$ cat src/sv/cbrw_pkg.sv
package cbrw_pkg;

   // defaults for the top level parameters
   localparam int MAX_KERNEL_DEF = 7;
   localparam int MAX_WIDTH_DEF  = 1024;

   // fixed field widths
   localparam int SAMPLE_W   = 16;
   localparam int KSIZE_W    = 3;
   localparam int FWIDTH_W   = 11;
   localparam int BIAS_W     = 16;
   localparam int WIDX_W     = 6;
   localparam int ACT_W      = 15;
   localparam int POS_W      = 10;
   localparam int CSR_IDX_W  = 2;
   localparam int CSR_DATA_W = 16;
   localparam int PROD_W     = 2 * SAMPLE_W;
   localparam int FRAC_BITS  = 12;

   localparam logic [KSIZE_W-1:0]  KSIZE_RST  = 3'd3;
   localparam logic [FWIDTH_W-1:0] FWIDTH_RST = 11'd1024;

   typedef enum logic [CSR_IDX_W-1:0] {
      CSR_KERNEL_SIZE = 2'd0,
      CSR_FRAME_WIDTH = 2'd1,
      CSR_BIAS_VALUE  = 2'd2
   } csr_index_type;

   typedef enum logic {
      ACT_WEIGHT = 1'b0,
      ACT_PIXEL  = 1'b1
   } action_type;

   // travels down the pipeline next to the data of one pixel
   typedef struct packed {
      logic             emit;
      logic [POS_W-1:0] row;
      logic [POS_W-1:0] col;
   } tag_type;

   // width of one kernel row sum
   function automatic int row_width(int mk);
      return PROD_W + $clog2(mk);
   endfunction

   // width of the full window sum plus bias
   function automatic int sum_width(int mk);
      return PROD_W + 2 * $clog2(mk) + 1;
   endfunction

endpackage

$ cat src/sv/cbrw_sum.sv
module cbrw_sum #(
   parameter int MAX_KERNEL = cbrw_pkg::MAX_KERNEL_DEF
) (
   input  logic                                                 clock,
   input  logic                                                 reset,
   input  logic                                                 adv,
   input  logic signed [cbrw_pkg::PROD_W-1:0]                   prod [MAX_KERNEL*MAX_KERNEL],
   input  cbrw_pkg::tag_type                                    prod_tag,
   input  logic signed [cbrw_pkg::BIAS_W-1:0]                   bias,
   output logic signed [cbrw_pkg::sum_width(MAX_KERNEL)-1:0]    total,
   output cbrw_pkg::tag_type                                    total_tag
);

   localparam int RW = cbrw_pkg::row_width(MAX_KERNEL);
   localparam int TW = cbrw_pkg::sum_width(MAX_KERNEL);

   logic signed [RW-1:0] row_c  [MAX_KERNEL];
   logic signed [RW-1:0] row_ff [MAX_KERNEL];
   logic signed [TW-1:0] total_c;
   logic signed [TW-1:0] total_ff;
   cbrw_pkg::tag_type    row_tag_ff;
   cbrw_pkg::tag_type    total_tag_ff;

   always_comb begin
      for (int r = 0; r < MAX_KERNEL; r++) begin
         row_c[r] = '0;
         for (int c = 0; c < MAX_KERNEL; c++) begin
            row_c[r] = row_c[r] + RW'(prod[r*MAX_KERNEL+c]);
         end
      end
   end

   always_comb begin
      total_c = TW'(bias) <<< cbrw_pkg::FRAC_BITS;
      for (int r = 0; r < MAX_KERNEL; r++) begin
         total_c = total_c + TW'(row_ff[r]);
      end
   end

   always_ff @(posedge clock) begin
      if (adv) begin
         row_ff   <= row_c;
         total_ff <= total_c;
      end
   end

   always_ff @(posedge clock) begin
      if (reset) begin
         row_tag_ff.emit   <= 1'b0;
         total_tag_ff.emit <= 1'b0;
      end else if (adv) begin
         row_tag_ff   <= prod_tag;
         total_tag_ff <= row_tag_ff;
      end
   end

   assign total     = total_ff;
   assign total_tag = total_tag_ff;

endmodule
$ cat config.mk
export PLATFORM = sky130hd
export DESIGN_NAME = cbrw_sum
export DESIGN_NICKNAME = d
export VERILOG_FILES = /design/src/sv/cbrw_pkg.sv /design/src/sv/cbrw_sum.sv
export SDC_FILE = /design/constraint.sdc
export NUM_CORES = 2
export LEC_CHECK = 0
export BUFFER_PORTS_ARGS = -buffer_cell sky130_fd_sc_hd__buf_4
export CAP_MARGIN = 20
export CORE_AREA = 2 2 656 658
export DETAILED_ROUTE_END_ITERATION = 10
export DIE_AREA = 0 0 658 660
export PLACE_DENSITY = 0.35
export SYNTH_ARGS = -nofsm -noshare
export SYNTH_HDL_FRONTEND = slang
export SYNTH_SLANG_ARGS = --single-unit
$ cat constraint.sdc
create_clock -name clock -period 11.5 [get_ports clock]
set_input_delay 1.15 -clock clock [delete_from_list [all_inputs] [get_ports clock]]
set_output_delay 1.15 -clock clock [all_outputs]
set_load 0.03 [all_outputs]
After elaboration in Yosys (flattened, before gate mapping) --
Cells that the tools add are included.
Word-level totals: register bits 326, output and inout bits 60, word-level logic and storage cells 65
Cells by class: add/subtract/negate cells 49, bitwise logic cells 1, reduce and logical (&&, ||, !) cells 1
Operators with widths (count):
- $add 35x32->35 | 21
- $add 34x32->35 | 7
- $add 33x32->34 | 7
- $add 32x32->33 | 7
- $add 39x35->39 | 3
- $add 38x35->39 | 1
- $add 37x35->38 | 1
- $add 36x35->37 | 1
- $add 28x35->36 | 1
- $reduce_and 2->1 | 1
- $not 1->1 | 1

Longest topological paths before layout --
depth after elaboration 7, depth in mapped cells 19, gate-level depth less buffers 19

Worst setup path before layout --
No wires, ideal clock.
path kind input port to flip-flop, start point input prod[1444] in the netlist's numbering, end point register row_ff[239] in the netlist's numbering (data pin), data arrival time 5.068 ns, required time 11.238 ns, path slack 6.170 ns, stages on the path 17, path buffers 0, cells stage by stage inv_1 > fa_1 > inv_1 > fa_1 > inv_1 > fa_1 > fa_1 > inv_1 > ha_1 > o211ai_1 > a21oi_1 > o41a_2 > o21ai_2 > o211ai_1 > a31oi_2 > o21bai_1 > xor2_1
RTL lines:
- from (decl) | RTL line cbrw_sum.sv:7 | input logic signed [cbrw_pkg::PROD_W-1:0] prod [MAX_KERNEL*MAX_KERNEL],
- to (signal assigned) | RTL line cbrw_sum.sv:42 | row_ff <= row_c;
- to (decl) | RTL line cbrw_sum.sv:18 | logic signed [RW-1:0] row_ff [MAX_KERNEL];

==> run_results.csv <==
group,metric,value,unit
drt,vias,47736,
floorplan,num_io_pins,1668,
worst_setup_path,path_cells,"buf_4, inv_1, fa_1, inv_1, fa_1, inv_1, fa_1, fa_1, inv_1, ha_1, a211oi_1, o21ai_0, a32oi_1, nand2b_1, a31oi_1, nand3b_1, o21ai_0, xor2_1",
cells_and_area,syn2layout_area_growth,34.3,%
floorplan,die_area,434000,sq um
clock_network,clock_latency,0.74,ns
yosys,synth.top_cells.by_area,"fa_1, inv_1, edfxtp_1, ha_1, xnor2_1",
yosys,netlist_area,62400,sq um
outcome,run_status,"finished clean",
sta,finalCriticalPeriod,6.51,ns
yosys,synth_warnings,0,
drt,vias_per_cell,3.38,
cells_and_area,stdcell_area,83800,sq um
yosys,synth_nets,9925,
cells_and_area,drive_gt1_share,21.8,%
clock_network,cts_resized,0,
worst_setup_path,critPathLaunchType,"input pin",
worst_hold_path,worstHoldPathType,"reg2reg",
worst_setup_path,crit_type,"in2reg",
worst_setup_path,critical_path_required,11.98,ns
cells_and_area,seq_area,9770,sq um
worst_setup_path,r2r-end,"total[38]$_DFFE_PP_",
clock_network,post_cts_buffers,0,
drt,wl_per_cell,23.0,microns
drt,drt_wl_total,325,mm
drt,antenna_left,0,
floorplan,die_h,660,microns
yosys,synth_cells,6679,
global_routing,track_usage,14.8,%
worst_setup_path,slowest_stage,"a31oi_1",
clock_network,hold_buffers,0,
clock_network,cts.sink_count,326,
clock_network,tritoncts,"yes",
worst_hold_path,min-delay-start,"row_tag_ff[11]$_DFFE_PP_",
worst_setup_path,rr_startpoint,"row_ff[37]$_DFFE_PP_",
global_routing,grt_start_max_net_pins,95,
floorplan,start_util,14.6,%
sta,fin_skew,0.0696,ns
clock_network,htreeDepth,2,
worst_setup_path,crit_start,"prod[1123]",
job,drv_cap,0,
yosys,async_flop_share,0,%
placed_design,placed_area,81900,sq um
yosys,synth_top_area_share,42.8,%
yosys,syn_area_per_cell,9.35,sq um
placed_design,gp_congestion,0.861,
worst_setup_path,critPathArrivalTime,6.99,ns
sta,slew_headroom,24.5,%
floorplan,coreArea,427000,sq um
global_routing,grt_pass1_wl,435,mm
yosys,synth_edf_count,324,
yosys,synth_cell_types,96,
worst_setup_path,end_kind,"register",
clock_network,clk_path_buf_depth,3,
sta,max_freq,154,MHz
global_routing,antenna_found_initial,128,
clock_network,clkTransAtPathRegs,0.06,ns
sta,period_share,56.6,%
worst_setup_path,ff2ff_setup_slack,5.51,ns
clock_network,root_buffer,"clkbuf_16",
floorplan,rows,240,
cells_and_area,num-fill-cells,48049,
placed_design,dp_hpwl,306,mm
placed_design,io_buffers,1667,
clock_network,cts_buffers,54,
worst_setup_path,max_stage_delay,0.91,ns
floorplan,fp.dieW,658,microns
sta,rsz0062_at_grt,"false",
drt,drcViolationCount,0,
yosys,yosys.area.top_type,"fa_1",
drt,drt_pass1_iterations,5,
sta,drv_slew,0,
worst_setup_path,reg2reg_depth,18,
drt,drtIter0Drc,2219,
worst_setup_path,crit_path_end,"row_ff[207]$_DFFE_PP_",
sta,worst_pin_slew,1.12,ns
sta,hold_viol_final,0,
yosys,ys_seq_area_share,15.6,%
cells_and_area,fin_nets,11608,
worst_setup_path,crit_fanout,5,
sta,setup_tns,0,ns
yosys,ys_seq_elements,326,
global_routing,overflow,0,
cells_and_area,multi_input_area,41100,sq um
global_routing,grt_pass1_vias,52208,
sta,setup_viol,0,
yosys,yosys_most_used_dff,"edfxtp_1",
-- layer usage --
metal  track usage, %  vias to the layer above  share of wire [%]
met5                0                        -               0.13
met4             1.45                       66                1.3
met3             3.92                      242                6.7
met2             26.7                     1336                 51
met1             18.1                    23615                 41
li1                 -                    22477                  -
-- metrics by stage --
| stage | instances | utilization [%] | setup WS [ns] | hold slack (ns) |
|---|---|---|---|---|
| final | 14122 | 19.6 | 4.99 | 0.418 |
| after global routing | 14099 | 19.6 | 4.93 | 0.423 |
| after CTS | 14093 | 19.6 | 5.27 | 0.420 |
| after detailed placement | 13993 | 19.2 | 4.42 | 0.405 |
| after global placement | 13993 | 19.2 | 4.42 | 0.402 |
| after floorplan | 6679 | - | 6.17 | 0.400 |
-- cells in the mapped netlist (20+ instances only) --
cell type	count
nand2b_1	32
nor2_1	133
and3_1	21
o21a_1	30
o211ai_1	20
clkbuf_1	33
a21o_1	129
nand4_1	32
o21ai_1	25
o21ai_0	113
a211oi_1	31
nand3_1	47
nor3_1	29
xor2_1	93
xnor2_1	170
o21bai_1	37
inv_1	3026
ha_1	302
a31oi_1	36
nand2_1	166
nor2b_1	31
a21oi_1	266
fa_1	1336
edfxtp_1	324
-- cell families after synthesis --
logic type | count (synthesis) | share of synthesized area (%)
AOI/OAI and AO/OA | 824 | 8.89
xor gates and xnor gates | 263 | 3.69
adders and majority gates | 1638 | 48.9
buffers and inverters | 3074 | 18.5
DFF | 326 | 15.6
muxes | 3 | 0.0481
and+or+nand+nor | 551 | 4.32
-- placed cells by master, fill, tap and decap left out, types with 10 or more instances in the layout --
master,instances
diode_2,29
xnor2_1,170
nand2b_1,32
clkinvlp_4,13
nor2b_1,30
buf_4,1673
a41oi_1,10
nand3_1,47
o211ai_1,20
clkbuf_16,55
xor2_1,93
o21ai_0,113
nor2_1,133
o21ai_2,10
o21bai_1,37
a21o_1,129
o21ai_1,25
nand4_1,32
and3_1,21
inv_1,3026
fa_1,1336
nand2_1,166
a21oi_1,266
nor3_1,29
and4_1,10
ha_1,302
o21a_1,30
a211oi_1,31
edfxtp_1,324
a31oi_1,36
-- critical path, delay by kind of cell --
| family | cells | cell delay (ns) |
|---|---|---|
| buffers and inverters | 5 | 0.37 |
| XOR/XNOR | 1 | 0.17 |
| AND/OR/NAND/NOR | 2 | 0.42 |
| adder cells (fa/ha/maj) | 5 | 2.39 |
| AO/OA/AOI/OAI | 5 | 2.48 |
-- layout make-up --
| class | instances | area share (%) |
|---|---|---|
| tap | 5687 | 8.49 |
| multi-input combinational | 3279 | 49.0 |
| inverter | 3026 | 13.5 |
| antenna | 29 | 0.0866 |
| clock inverter | 38 | 0.488 |
| sequential | 326 | 11.7 |
| clock buffer | 62 | 1.67 |
| timing repair buffer | 1675 | 15.0 |
-- worst min path at each step --
stage	endpoint	cells after the start
detailed placement	total_tag[7]$_DFFE_PP_	0
CTS	total_tag[7]$_DFFE_PP_	0
global route	total_tag[8]$_DFFE_PP_	0
finish	total_tag[11]$_DFFE_PP_	0
global placement	total_tag[7]$_DFFE_PP_	0
floorplan	total_tag[0]$_DFFE_PP_	0
-- sequential cells by signal, indices dropped and copies added, names as in the netlist --
| name | flops |
|---|---|
| total_tag | 21 |
| row_ff | 245 |
| total | 39 |
| row_tag_ff | 21 |
Power is not shown: default switching activity piles up to over one toggle a cycle in this logic, so the estimate is an artifact.
